<file path="src/design/darg_pkg.sv">
package darg_pkg;

  // largest process count a safe sequence can carry
  localparam int unsigned MaxSeq = 8;
  // work sums: free units plus the held units of up to eight processes
  localparam int unsigned WorkW = 20;
  localparam int unsigned AmtW = 16;

  // op codes
  localparam logic [2:0] OP_LOAD_FREE  = 3'd0;
  localparam logic [2:0] OP_LOAD_HELD  = 3'd1;
  localparam logic [2:0] OP_LOAD_CLAIM = 3'd2;
  localparam logic [2:0] OP_CHECK      = 3'd3;
  localparam logic [2:0] OP_REQUEST    = 3'd4;

  // result status codes
  localparam logic [2:0] ST_LOADED     = 3'd0;
  localparam logic [2:0] ST_SAFE       = 3'd1;
  localparam logic [2:0] ST_UNSAFE     = 3'd2;
  localparam logic [2:0] ST_GRANTED    = 3'd3;
  localparam logic [2:0] ST_OVER_CLAIM = 3'd4;
  localparam logic [2:0] ST_MUST_WAIT  = 3'd5;
  localparam logic [2:0] ST_DENIED     = 3'd6;
  localparam logic [2:0] ST_BAD_INDEX  = 3'd7;

  // configuration register indexes
  localparam logic CFG_ACTIVE_PROCESSES = 1'b0;
  localparam logic CFG_ACTIVE_RESOURCES = 1'b1;

  typedef struct packed {
    logic [2:0]      op;
    logic [2:0]      proc;
    logic [AmtW-1:0] amount_0;
    logic [AmtW-1:0] amount_1;
    logic [AmtW-1:0] amount_2;
    logic [AmtW-1:0] amount_3;
  } in_item_t;

  typedef struct packed {
    logic [2:0] status;
    logic [2:0] seq_proc;
    logic       last;
  } out_item_t;

  // per-lane compare results
  typedef struct packed {
    logic fits;
    logic over;
    logic lack;
  } lane_flags_t;

  // merged compare results over all lanes
  typedef struct packed {
    logic fits_all;
    logic any_over;
    logic any_lack;
  } merge_flags_t;

endpackage

</file>
<file path="src/design/darg_lane.sv">
module darg_lane (
  input  logic                          en_i,
  input  logic [darg_pkg::AmtW-1:0]     claim_i,
  input  logic [darg_pkg::AmtW-1:0]     held_i,
  input  logic [darg_pkg::AmtW-1:0]     amt_i,
  input  logic [darg_pkg::AmtW-1:0]     free_i,
  input  logic [darg_pkg::WorkW-1:0]    work_i,
  output darg_pkg::lane_flags_t         flags_o
);
  import darg_pkg::*;

  logic signed [AmtW:0] need;

  // need is claim minus held, signed
  assign need = $signed({1'b0, claim_i}) - $signed({1'b0, held_i});

  // unused lanes never block and never flag
  assign flags_o.fits = !en_i || (need <= $signed({1'b0, work_i}));
  assign flags_o.over = en_i && ($signed({1'b0, amt_i}) > need);
  assign flags_o.lack = en_i && (amt_i > free_i);

endmodule

</file>
<file path="src/design/darg_merge.sv">
module darg_merge #(
  parameter int unsigned RESOURCES = 4
) (
  input  darg_pkg::lane_flags_t  lanes_i [RESOURCES],
  output darg_pkg::merge_flags_t merged_o
);
  import darg_pkg::*;

  // and/or reduction over the lanes
  always_comb begin
    merged_o.fits_all = 1'b1;
    merged_o.any_over = 1'b0;
    merged_o.any_lack = 1'b0;
    for (int j = 0; j < RESOURCES; j++) begin
      merged_o.fits_all = merged_o.fits_all & lanes_i[j].fits;
      merged_o.any_over = merged_o.any_over | lanes_i[j].over;
      merged_o.any_lack = merged_o.any_lack | lanes_i[j].lack;
    end
  end

endmodule

</file>
<file path="src/design/deadlock_avoiding_resource_grant.sv">
// Banker's algorithm engine. Each accepted beat is handled alone. A safety check or a
// granted request scans one process row per cycle through RESOURCES compare lanes, over np
// active processes (at most 8). A safe check or grant returns np beats, the last one
// flagged; every other op returns a single beat, and op codes 5 to 7 return nothing. The
// result register lets the next input beat be taken while a result beat still waits on
// out_ready_i.
module deadlock_avoiding_resource_grant #(
  parameter int unsigned PROCESSES = 8,
  parameter int unsigned RESOURCES = 4
) (
  input  logic                clk_i,
  input  logic                rst_ni,
  input  logic                cfg_we_i,
  input  logic                cfg_idx_i,
  input  logic [3:0]          cfg_data_i,
  input  logic                in_valid_i,
  output logic                in_ready_o,
  input  darg_pkg::in_item_t  in_data_i,
  output logic                out_valid_o,
  input  logic                out_ready_i,
  output darg_pkg::out_item_t out_data_o
);
  import darg_pkg::*;

  localparam int unsigned IdxW = (PROCESSES > 1) ? $clog2(PROCESSES) : 1;
  localparam int unsigned Cap  = (PROCESSES < MaxSeq) ? PROCESSES : MaxSeq;

  typedef enum logic [2:0] {
    S_IDLE,
    S_EXEC,
    S_SCAN,
    S_EMIT,
    S_RESP
  } state_e;

  state_e          state_q;
  logic [3:0]      act_proc_q;
  logic [2:0]      act_res_q;
  in_item_t        in_q;
  logic            is_req_q;
  logic [2:0]      resp_q;
  logic [AmtW-1:0] free_q  [RESOURCES];
  logic [AmtW-1:0] held_q  [PROCESSES][RESOURCES];
  logic [AmtW-1:0] claim_q [PROCESSES][RESOURCES];
  logic [WorkW-1:0] work_q [RESOURCES];
  logic [MaxSeq-1:0] done_q;
  logic [2:0]      seq_q [MaxSeq];
  logic [3:0]      count_q;
  logic [2:0]      p_q;
  logic            found_q;
  logic [2:0]      emit_q;
  logic            out_valid_q;
  out_item_t       out_q;

  logic [3:0]      np;
  logic [2:0]      nr;
  logic [AmtW-1:0] amt [4];
  logic [IdxW-1:0] rd_row;
  logic [IdxW-1:0] proc_row;
  lane_flags_t     lanes [RESOURCES];
  merge_flags_t    merged;
  logic            slot_free;
  logic            out_load;
  logic            take;
  logic [3:0]      count_n;
  logic            found_n;
  logic            end_pass;
  logic            proc_bad;

  // effective counts from the config registers
  always_comb begin
    if (act_proc_q == 4'd0) begin
      np = 4'd1;
    end else if (act_proc_q > 4'(Cap)) begin
      np = 4'(Cap);
    end else begin
      np = act_proc_q;
    end
    if (act_res_q == 3'd0) begin
      nr = 3'd1;
    end else if (act_res_q > 3'(RESOURCES)) begin
      nr = 3'(RESOURCES);
    end else begin
      nr = act_res_q;
    end
  end

  assign amt[0] = in_q.amount_0;
  assign amt[1] = in_q.amount_1;
  assign amt[2] = in_q.amount_2;
  assign amt[3] = in_q.amount_3;

  assign proc_bad = ({1'b0, in_q.proc} >= np);
  assign proc_row = proc_bad ? '0 : IdxW'(in_q.proc);
  assign rd_row   = (state_q == S_SCAN) ? IdxW'(p_q) : proc_row;

  // compare lanes, one per resource type
  for (genvar j = 0; j < RESOURCES; j++) begin : g_lane
    darg_lane u_lane (
      .en_i    (3'(j) < nr),
      .claim_i (claim_q[rd_row][j]),
      .held_i  (held_q[rd_row][j]),
      .amt_i   (amt[j]),
      .free_i  (free_q[j]),
      .work_i  (work_q[j]),
      .flags_o (lanes[j])
    );
  end

  darg_merge #(
    .RESOURCES (RESOURCES)
  ) u_merge (
    .lanes_i  (lanes),
    .merged_o (merged)
  );

  // scan step bookkeeping
  assign take     = !done_q[p_q] && merged.fits_all;
  assign count_n  = count_q + {3'd0, take};
  assign found_n  = found_q | take;
  assign end_pass = ({1'b0, p_q} == np - 4'd1);
  assign slot_free = !out_valid_q || out_ready_i;
  assign out_load  = ((state_q == S_EMIT) || (state_q == S_RESP)) && slot_free;

  assign in_ready_o  = (state_q == S_IDLE);
  assign out_valid_o = out_valid_q;
  assign out_data_o  = out_q;

  // control, storage and result register
  always_ff @(posedge clk_i or negedge rst_ni) begin
    if (!rst_ni) begin
      state_q     <= S_IDLE;
      act_proc_q  <= 4'd8;
      act_res_q   <= 3'd4;
      in_q        <= '0;
      is_req_q    <= 1'b0;
      resp_q      <= ST_LOADED;
      done_q      <= '0;
      count_q     <= '0;
      p_q         <= '0;
      found_q     <= 1'b0;
      emit_q      <= '0;
      out_valid_q <= 1'b0;
      out_q       <= '0;
      for (int j = 0; j < RESOURCES; j++) begin
        free_q[j] <= '0;
        work_q[j] <= '0;
      end
      for (int i = 0; i < PROCESSES; i++) begin
        for (int j = 0; j < RESOURCES; j++) begin
          held_q[i][j]  <= '0;
          claim_q[i][j] <= '0;
        end
      end
      for (int i = 0; i < MaxSeq; i++) begin
        seq_q[i] <= '0;
      end
    end else begin
      // config writes
      if (cfg_we_i) begin
        if (cfg_idx_i == CFG_ACTIVE_PROCESSES) begin
          act_proc_q <= cfg_data_i;
        end else begin
          act_res_q <= cfg_data_i[2:0];
        end
      end

      // result beat loaded or taken
      if (out_load) begin
        out_valid_q <= 1'b1;
      end else if (out_valid_q && out_ready_i) begin
        out_valid_q <= 1'b0;
      end

      case (state_q)
        S_IDLE: begin
          if (in_valid_i) begin
            in_q    <= in_data_i;
            state_q <= S_EXEC;
          end
        end

        S_EXEC: begin
          done_q  <= '0;
          count_q <= '0;
          p_q     <= '0;
          found_q <= 1'b0;
          emit_q  <= '0;
          case (in_q.op)
            OP_LOAD_FREE: begin
              for (int j = 0; j < RESOURCES; j++) begin
                free_q[j] <= amt[j];
              end
              resp_q  <= ST_LOADED;
              state_q <= S_RESP;
            end
            OP_CHECK: begin
              for (int j = 0; j < RESOURCES; j++) begin
                work_q[j] <= WorkW'(free_q[j]);
              end
              is_req_q <= 1'b0;
              state_q  <= S_SCAN;
            end
            OP_LOAD_HELD, OP_LOAD_CLAIM: begin
              if (proc_bad) begin
                resp_q <= ST_BAD_INDEX;
              end else begin
                for (int j = 0; j < RESOURCES; j++) begin
                  if (in_q.op == OP_LOAD_HELD) begin
                    held_q[proc_row][j] <= amt[j];
                  end else begin
                    claim_q[proc_row][j] <= amt[j];
                  end
                end
                resp_q <= ST_LOADED;
              end
              state_q <= S_RESP;
            end
            OP_REQUEST: begin
              if (proc_bad) begin
                resp_q  <= ST_BAD_INDEX;
                state_q <= S_RESP;
              end else if (merged.any_over) begin
                resp_q  <= ST_OVER_CLAIM;
                state_q <= S_RESP;
              end else if (merged.any_lack) begin
                resp_q  <= ST_MUST_WAIT;
                state_q <= S_RESP;
              end else begin
                // try the grant, then scan
                for (int j = 0; j < RESOURCES; j++) begin
                  if (3'(j) < nr) begin
                    free_q[j]           <= free_q[j] - amt[j];
                    held_q[proc_row][j] <= held_q[proc_row][j] + amt[j];
                    work_q[j]           <= WorkW'(free_q[j] - amt[j]);
                  end else begin
                    work_q[j] <= WorkW'(free_q[j]);
                  end
                end
                is_req_q <= 1'b1;
                state_q  <= S_SCAN;
              end
            end
            default: begin
              state_q <= S_IDLE;
            end
          endcase
        end

        S_SCAN: begin
          if (take) begin
            for (int j = 0; j < RESOURCES; j++) begin
              work_q[j] <= work_q[j] + WorkW'(held_q[rd_row][j]);
            end
            seq_q[count_q[2:0]] <= p_q;
            done_q[p_q]         <= 1'b1;
          end
          count_q <= count_n;
          if (count_n == np) begin
            state_q <= S_EMIT;
          end else if (end_pass) begin
            p_q     <= '0;
            found_q <= 1'b0;
            if (!found_n) begin
              if (is_req_q) begin
                // roll the trial grant back
                for (int j = 0; j < RESOURCES; j++) begin
                  if (3'(j) < nr) begin
                    free_q[j]           <= free_q[j] + amt[j];
                    held_q[proc_row][j] <= held_q[proc_row][j] - amt[j];
                  end
                end
                resp_q <= ST_DENIED;
              end else begin
                resp_q <= ST_UNSAFE;
              end
              state_q <= S_RESP;
            end
          end else begin
            p_q     <= p_q + 3'd1;
            found_q <= found_n;
          end
        end

        S_EMIT: begin
          if (slot_free) begin
            out_q.status   <= is_req_q ? ST_GRANTED : ST_SAFE;
            out_q.seq_proc <= seq_q[emit_q];
            out_q.last     <= ({1'b0, emit_q} == np - 4'd1);
            emit_q         <= emit_q + 3'd1;
            if ({1'b0, emit_q} == np - 4'd1) begin
              state_q <= S_IDLE;
            end
          end
        end

        S_RESP: begin
          if (slot_free) begin
            out_q.status   <= resp_q;
            out_q.seq_proc <= '0;
            out_q.last     <= 1'b1;
            state_q        <= S_IDLE;
          end
        end

        default: begin
          state_q <= S_IDLE;
        end
      endcase
    end
  end

endmodule

</file>
<file path="config.mk">
export PLATFORM = sky130hd
export DESIGN_NAME = deadlock_avoiding_resource_grant
export DESIGN_NICKNAME = d
export VERILOG_FILES = /design/src/design/darg_pkg.sv /design/src/design/darg_lane.sv /design/src/design/darg_merge.sv /design/src/design/deadlock_avoiding_resource_grant.sv
export SDC_FILE = /design/constraint.sdc
export NUM_CORES = 2
export LEC_CHECK = 0
export BUFFER_PORTS_ARGS = -buffer_cell sky130_fd_sc_hd__buf_2
export CAP_MARGIN = 25
export CORE_UTILIZATION = 59
export DETAILED_ROUTE_END_ITERATION = 10
export PLACE_DENSITY = 0.88
export SYNTH_ARGS = -nofsm -noshare
export SYNTH_HDL_FRONTEND = slang
export SYNTH_SLANG_ARGS = --single-unit
</file>
<file path="constraint.sdc">
create_clock -name clk_i -period 11.2 [get_ports clk_i]
set_clock_uncertainty 0.05 [all_clocks]
set_input_delay 1.68 -clock clk_i [delete_from_list [all_inputs] [get_ports clk_i]]
set_output_delay 1.68 -clock clk_i [all_outputs]
set_load 0.03 [all_outputs]
</file>
======== Word-level counts from Yosys, hierarchy flattened ========
Cells that the tools add are included.
operators by class
  $add $sub $neg .......................... 32
  magnitude comparators ................... 27
  eq/ne operators ......................... 42
  multiplexer cells ....................... 193
  bitwise logic cells ..................... 17
  reductions and logical operators ........ 55
operators with widths
  operator                                                count
  2-to-1 mux 512 bit                                      72
  bitwise mux 512 bit                                     16
  one-hot mux 512 bit (2 select lines)                    2
  2-to-1 mux 64 bit                                       14
  demux 64 bit (select 3 bit)                             4
  binary-select mux 64 bit (select 3 bit)                 3
  2-to-1 mux 80 bit                                       4
  one-hot mux 80 bit (2 select lines)                     2
  one-hot mux 64 bit (2 select lines)                     2
  2-to-1 mux 16 bit                                       9
  subtractor 16 x 16 -> 17 bit                            8
  adder 16 bit                                            8
  subtractor 16 bit                                       8
  less-or-equal comparator 17 x 21 -> 1 bit               4
  2-to-1 mux 3 bit                                        28
  adder 20 x 16 -> 20 bit                                 4
  2-to-1 mux 20 bit                                       4
  greater-than comparator 17 bit                          4
  greater-than comparator 16 bit                          4
  2-to-1 mux 48 bit                                       1
  AND reduction 11 bit                                    4
  2-to-1 mux 32 bit                                       1
  inequality test 3 x 2 -> 1 bit (second input constant)  9
  bitwise mux 24 bit                                      1
  other kinds (56)                                        150
word-level totals
  register bits after elaboration ......... 1303
  input port bits ......................... 80

======== Depth between registers and ports, before layout ========
  word-level depth ........................ 43
  depth in mapped cells ................... 53
  depth with buffers taken out ............ 43

======== Hierarchy ========
From an unflattened synthesis, not the netlist that was laid out.
second synthesis, totals
  cell total of the unflattened synthesis .. 8834
  area total of the unflattened synthesis .. 84848.9 sq um
by module, submodules not included
  module                            instances  cells an instance  area an instance (sq um)
  deadlock_avoiding_resource_grant  1          7623               75986.6
  darg_lane                         4          302                2209.6
  darg_merge                        1          3                  23.8

======== Worst setup path before layout ========
Ideal clock, no wire load.
  path kind ............................... register to register
  start ................................... reg in_q[64] in the netlist's numbering
  end ..................................... reg held_q[181] in the netlist's numbering
  setup time .............................. 125 ps
  arrival time ............................ 10711 ps
  data required time ...................... 11025 ps
  setup slack ............................. 314 ps
  cell stages (with the launch flop) ...... 50
  buffers on the path ..................... 9
  cells stage by stage .................... dfrtp_1 > clkbuf_1 > inv_2 > clkbuf_1 > clkbuf_1 > ha_1 > nand2b_1 > a211o_1 > nand2_1 > nand2_1 > o21ai_1 > buf_1 > clkbuf_1 > mux4_2 > mux2_2 > ha_1 > nor2b_1 > o21ai_0 > [... 14 more ...] > o211a_1 > and2_1 > ha_1 > ha_1 > xnor2_1 > xnor2_1 > nand2_1 > a211oi_1 > and2_1 > or3_1 > buf_4 > a21oi_1 > nand3b_1 > buf_4 > or4b_4 > buf_6 > buf_6 > mux2_4
between the ends
  word-level cells in the longest chain between the ends .. 35
  elaborated cells on any way between the ends .. 139
RTL lines
  what                                                                                 line                                                                                                                       source
  start, declared                                                                      deadlock_avoiding_resource_grant.sv:39                                                                                     in_item_t in_q;
  start signal, assigned                                                               deadlock_avoiding_resource_grant.sv:178                                                                                    in_q <= in_data_i;
  greater-or-equal comparator 3 x 4 -> 1 bit                                           deadlock_avoiding_resource_grant.sv:93                                                                                     assign proc_bad = ({1'b0, in_q.proc} >= np);
  2-to-1 mux 3 bit                                                                     deadlock_avoiding_resource_grant.sv:94                                                                                     assign proc_row = proc_bad ? '0 : IdxW'(in_q.proc);
  NOT 3 -> 4 bit (not written as such)                                                 deadlock_avoiding_resource_grant.sv:210, deadlock_avoiding_resource_grant.sv:234, deadlock_avoiding_resource_grant.sv:270
  binary-select mux 64 bit (select 3 bit) (tied with other cells)                      deadlock_avoiding_resource_grant.sv:234, deadlock_avoiding_resource_grant.sv:270
  2-to-1 mux 64 bit (not written as such) / logical AND 1 bit (equally long branches)  deadlock_avoiding_resource_grant.sv:234, deadlock_avoiding_resource_grant.sv:270, deadlock_avoiding_resource_grant.sv:210
  2-to-1 mux 64 bit, on equally long branches                                          deadlock_avoiding_resource_grant.sv:234, deadlock_avoiding_resource_grant.sv:270, deadlock_avoiding_resource_grant.sv:210
  adder 16 bit (tied with other cells)                                                 deadlock_avoiding_resource_grant.sv:234                                                                                    held_q[proc_row][j] <= held_q[proc_row][j] + amt[j];
  bitwise mux 512 bit, on equally long branches                                        deadlock_avoiding_resource_grant.sv:234, deadlock_avoiding_resource_grant.sv:270
  [... 19 more ...]                                                                    n/a
  2-to-1 mux 512 bit                                                                   deadlock_avoiding_resource_grant.sv:175                                                                                    case (state_q)
  bitwise mux 512 bit, on equally long branches                                        deadlock_avoiding_resource_grant.sv:234, deadlock_avoiding_resource_grant.sv:270
  2-to-1 mux 512 bit, on equally long branches                                         deadlock_avoiding_resource_grant.sv:232, deadlock_avoiding_resource_grant.sv:268
  2-to-1 mux 512 bit, on equally long branches                                         deadlock_avoiding_resource_grant.sv:226, deadlock_avoiding_resource_grant.sv:265
  2-to-1 mux 512 bit, on equally long branches                                         deadlock_avoiding_resource_grant.sv:223, deadlock_avoiding_resource_grant.sv:264
  2-to-1 mux 512 bit, on equally long branches                                         deadlock_avoiding_resource_grant.sv:220, deadlock_avoiding_resource_grant.sv:261
  one-hot mux 512 bit (2 select lines) / 2-to-1 mux 512 bit (equally long branches)    deadlock_avoiding_resource_grant.sv:189, deadlock_avoiding_resource_grant.sv:259
  one-hot mux 512 bit (2 select lines)                                                 deadlock_avoiding_resource_grant.sv:175
  end signal, assigned by index                                                        deadlock_avoiding_resource_grant.sv:210                                                                                    held_q[proc_row][j] <= amt[j];
  end signal, assigned by index                                                        deadlock_avoiding_resource_grant.sv:234
  end signal, assigned by index                                                        deadlock_avoiding_resource_grant.sv:270                                                                                    held_q[proc_row][j] <= held_q[proc_row][j] - amt[j];
  end, declared                                                                        deadlock_avoiding_resource_grant.sv:43                                                                                     logic [AmtW-1:0] held_q [PROCESSES][RESOURCES];
Several ways; a longest one is shown, not always the timed one. The select of a mux whose other input is x is not followed.
A chain may end at the register's enable or synchronous reset.

======== Worst setup path in the final report ========
  start ................................... reg act_proc_q[3]
  end ..................................... reg held_q[202] in the netlist's numbering
between the ends
  word-level cells in the longest chain between the ends .. 38
  elaborated cells on any way between the ends .. 146
RTL lines
  what                                                                               line                                                                                                                       source
  start, declared                                                                    deadlock_avoiding_resource_grant.sv:37                                                                                     logic [3:0] act_proc_q;
  start signal, assigned                                                             deadlock_avoiding_resource_grant.sv:162                                                                                    act_proc_q <= cfg_data_i;
  greater-than comparator 4 bit                                                      deadlock_avoiding_resource_grant.sv:74                                                                                     end else if (act_proc_q > 4'(Cap)) begin
  2-to-1 mux 4 bit                                                                   deadlock_avoiding_resource_grant.sv:74
  2-to-1 mux 4 bit (*)                                                               deadlock_avoiding_resource_grant.sv:72                                                                                     if (act_proc_q == 4'd0) begin
  greater-or-equal comparator 3 x 4 -> 1 bit                                         deadlock_avoiding_resource_grant.sv:93
  2-to-1 mux 3 bit                                                                   deadlock_avoiding_resource_grant.sv:94
  NOT 3 -> 4 bit (not written as such)                                               deadlock_avoiding_resource_grant.sv:210, deadlock_avoiding_resource_grant.sv:234, deadlock_avoiding_resource_grant.sv:270
  binary-select mux 64 bit (select 3 bit)                                            deadlock_avoiding_resource_grant.sv:234, deadlock_avoiding_resource_grant.sv:270
  2-to-1 mux 64 bit (not written as such) (2 in a row)                               deadlock_avoiding_resource_grant.sv:234, deadlock_avoiding_resource_grant.sv:270
  [... 21 more ...]                                                                  n/a
  2-to-1 mux 512 bit                                                                 deadlock_avoiding_resource_grant.sv:175
  bitwise mux 512 bit, on equally long branches                                      deadlock_avoiding_resource_grant.sv:234, deadlock_avoiding_resource_grant.sv:270
  2-to-1 mux 512 bit, on equally long branches                                       deadlock_avoiding_resource_grant.sv:232, deadlock_avoiding_resource_grant.sv:268
  2-to-1 mux 512 bit, on equally long branches                                       deadlock_avoiding_resource_grant.sv:226, deadlock_avoiding_resource_grant.sv:265
  2-to-1 mux 512 bit, on equally long branches                                       deadlock_avoiding_resource_grant.sv:223, deadlock_avoiding_resource_grant.sv:264
  2-to-1 mux 512 bit, on equally long branches                                       deadlock_avoiding_resource_grant.sv:220, deadlock_avoiding_resource_grant.sv:261
  one-hot mux 512 bit (2 select lines) / 2-to-1 mux 512 bit (equally long branches)  deadlock_avoiding_resource_grant.sv:189, deadlock_avoiding_resource_grant.sv:259
  one-hot mux 512 bit (2 select lines)                                               deadlock_avoiding_resource_grant.sv:175
Every way passes the cells marked *; elsewhere a longest branch is shown, timed or not. The select of a mux whose other input is x is not followed.

==> impl_metrics.json <==
{
  "hold_violations": 0,
  "clockBufferDepth": 3,
  "syn_area_um2": 85050,
  "rows": 138,
  "startpoint_type": "register",
  "cp.arrival_ns": 11.58,
  "relSlewSlack_pct": 19.82,
  "finalCritPeriodShare_pct": 97.91,
  "yosysUniqueCellTypes": 101,
  "drv_cap": 0,
  "drtPass1Iterations": 10,
  "root_buffer": "clkbuf_16",
  "nets": 8342,
  "cts.sinks": 1303,
  "cp_slowest_stage_delay_ns": 0.82,
  "critPathSlowestCell": "nor3_4",
  "num_vias": 68400,
  "avgSynthCellArea_um2": 10.91,
  "cts_tree": "yes",
  "fp.dieW_um": 381.7,
  "globalplace.congestion": 1.007,
  "vias_per_cell": 7.039,
  "die_area_um2": 145700,
  "coreArea_um2": 142300,
  "drive_gt1_share_pct": 26.16,
  "drt_iter0_drc": 8875,
  "synth-simple-area-share_pct": 8.070,
  "grt_pass1_vias": 69180,
  "place_inst": 9444,
  "worstMarginPinSlew_ns": 1.203,
  "final_max_slew_viol_count": 0,
  "worst-path-max-fanout": 32,
  "htreeDepth": 4,
  "numCtsBuffers": 140,
  "ys_warn_count": 0,
  "grt_pass1_wl_um": 409000,
  "ys_seq_area_share_pct": 38.34,
  "status": "complete, no violations",
  "synth_mux_area_share_pct": 24.38,
  "start_util_pct": 59.77,
  "routed_wl_um": 269600,
  "antenna_found_initial": 4,
  "tns_ns": 0,
  "placedInstanceArea_um2": 87490,
  "die_h_um": 381.7,
  "insertion_delay_ns": 0.83,
  "cts_hold_buf": 0,
  "final.min_clock_period_ns": 10.97,
  "grt_start_max_net_pins": 178,
  "endpoint_kind": "register",
  "grt_use_total_pct": 36.25,
  "hpwl_um": 178300,
  "fin_cells": 9717,
  "syn_nets": 8425,
  "synth_edf_count": 0,
  "wl_per_cell_um": 27.75,
  "ys.flop_type": "dfrtp_1",
  "hold_class": "register to register",
  "setup_viol": 0,
  "area_growth_pct": 9.113,
  "synth_top_family_by_area": "multiplexers",
  "max_freq_ghz": 0.09119,
  "final_area_um2": 92800,
  "mostFrequentLayoutCells": "dfrtp_1, mux2_2, ha_1",
  "pin_count": 89,
  "drc": 0,
  "path_clk_slew_ns": 0.07,
  "synthArstFlopShare_pct": 100.0,
  "final_common_cell": "dfrtp_1",
  "synthCells": 7796,
  "synth_fa_ha_area_share_pct": 8.289,
  "port-buffer-count": 88,
  "crit_required_ns": 11.82,
  "overflow": 0,
  "postRouteAntennaNets": 0,
  "synth-seq-cells": 1303,
  "cp_common_cell": "ha_1",
  "synth_xor_area_share_pct": 2.327,
  "critPathKind": "register to register",
  "synth_compound_area_share_pct": 14.01
}
## worst paths after layout
kind                                     end     startpoint  cells past startpoint  slack (ns)
max in group asynchronous       claim_q[328]         rst_ni                      3        7.79
worst max register to register   held_q[202]  act_proc_q[3]                     39        0.23
worst min-delay path               seq_q[18]      seq_q[18]                      2        0.43
min in group asynchronous       claim_q[311]         rst_ni                      1        0.82
worst max-delay path             held_q[202]  act_proc_q[3]                     39        0.23
worst min register to register     seq_q[18]      seq_q[18]                      2        0.43
## flip-flops by register name, summed over array words and instances (netlist names), 3 cells and up
name,count
act_proc_q,4
amt,64
work_q,80
held_q,512
in_q,6
free_q,64
out_data_o,7
emit_q,3
count_q,4
p_q,3
claim_q,512
seq_q,24
resp_q,3
act_res_q,3
done_q,8
state_q,3
## timing repair
item | 4_1_cts | 5_1_grt
setup endpoints to repair | 192 | 555
endpoints found under the hold margin | 0 | 0
pin swaps | 1 | 7
gates resized for setup | 4 | 46
gates cloned | 0 | 6
buffers inserted | 4 | 5
## metal layers
layer / track usage [%] / vias to the layer above / part of all wire, %
li1: - / 28700 / -
met1: 46.60 / 33850 / 37
met3: 11.81 / 1196 / 13
met4: 18.84 / 6 / 5.7
met2: 54.54 / 4647 / 44
met5: 0.7937 / - / 0.089
## metrics by stage
| stage | hold WS, ns | util (%) | worst slack [ns] |
|---|---|---|---|
| final | 0.4321 | 65.22 | 0.2338 |
| after global routing | 0.4598 | 65.22 | -0.01818 |
| after CTS | 0.4353 | 64.94 | 0.1596 |
| after detailed placement | 0.4224 | 61.49 | -0.1215 |
| after global placement | 0.4065 | 61.37 | -0.1861 |
| after floorplan | 0.3946 | - | 0.3139 |
## cell usage after synthesis, drive strengths merged, types with 38 or more instances
| cell type | instances | area (um^2) |
|---|---|---|
| buf | 127 | 800.8 |
| nand4 | 41 | 256.5 |
| a21o | 71 | 533.0 |
| inv | 442 | 1659 |
| o221ai | 66 | 578.1 |
| nand2b | 67 | 419.2 |
| mux2 | 1212 | 13780 |
| mux2i | 100 | 1001 |
| a21oi | 401 | 2011 |
| o21ai | 427 | 2141 |
| a22oi | 51 | 382.9 |
| mux4 | 264 | 5946 |
| a211oi | 83 | 628.1 |
| nand3 | 84 | 420.4 |
| nor2b | 62 | 387.9 |
| nor2 | 399 | 1505 |
| nand2 | 379 | 1423 |
| o21a | 40 | 300.3 |
| dfrtp | 1301 | 32560 |
| o22ai | 204 | 1276 |
| ha | 525 | 6569 |
| xnor2 | 152 | 1331 |
| nor3 | 142 | 795.8 |
| clkbuf | 383 | 1439 |
| o21bai | 64 | 480.5 |
| a221oi | 38 | 332.8 |
| o211ai | 49 | 367.9 |
| xor2 | 74 | 648.1 |
## layout make-up
cell class,instances,area (um^2)
clock buffer,190,4078
antenna,5,12.51
multi-input combinational,5541,48810
timing repair buffer,284,2492
sequential,1303,32610
tap,1890,2365
clock inverter,61,762.0
fill,9979,49480
inverter,443,1663
## worst max-delay path: cells and delay by family, from the launching register on
kind	cells	cell delay, ns
multiplexers	3	1.41
buffers and inverters	4	1.04
XOR/XNOR	2	0.52
flip-flops	1	0.63
AO/OA/AOI/OAI	11	2.34
AND/OR/NAND/NOR	15	3.64
adder cells (fa/ha/maj)	4	1.13
## logic make-up (layout without fill, tap and decap cells)
| kind of cell | after synthesis | in the layout |
|---|---|---|
| AOI/OAI and AO/OA | 1824 | 1824 |
| xor gates and xnor gates | 226 | 226 |
| adders and majority gates | 549 | 549 |
| buffers and inverters | 953 | 978 |
| DFF | 1303 | 1303 |
| muxes | 1576 | 1576 |
| other | 0 | 5 |
| and+or+nand+nor | 1365 | 1366 |
Power is left out: the tool's default activity adds up to more than one toggle a clock period on the data nets, which glitch-free logic cannot reach.
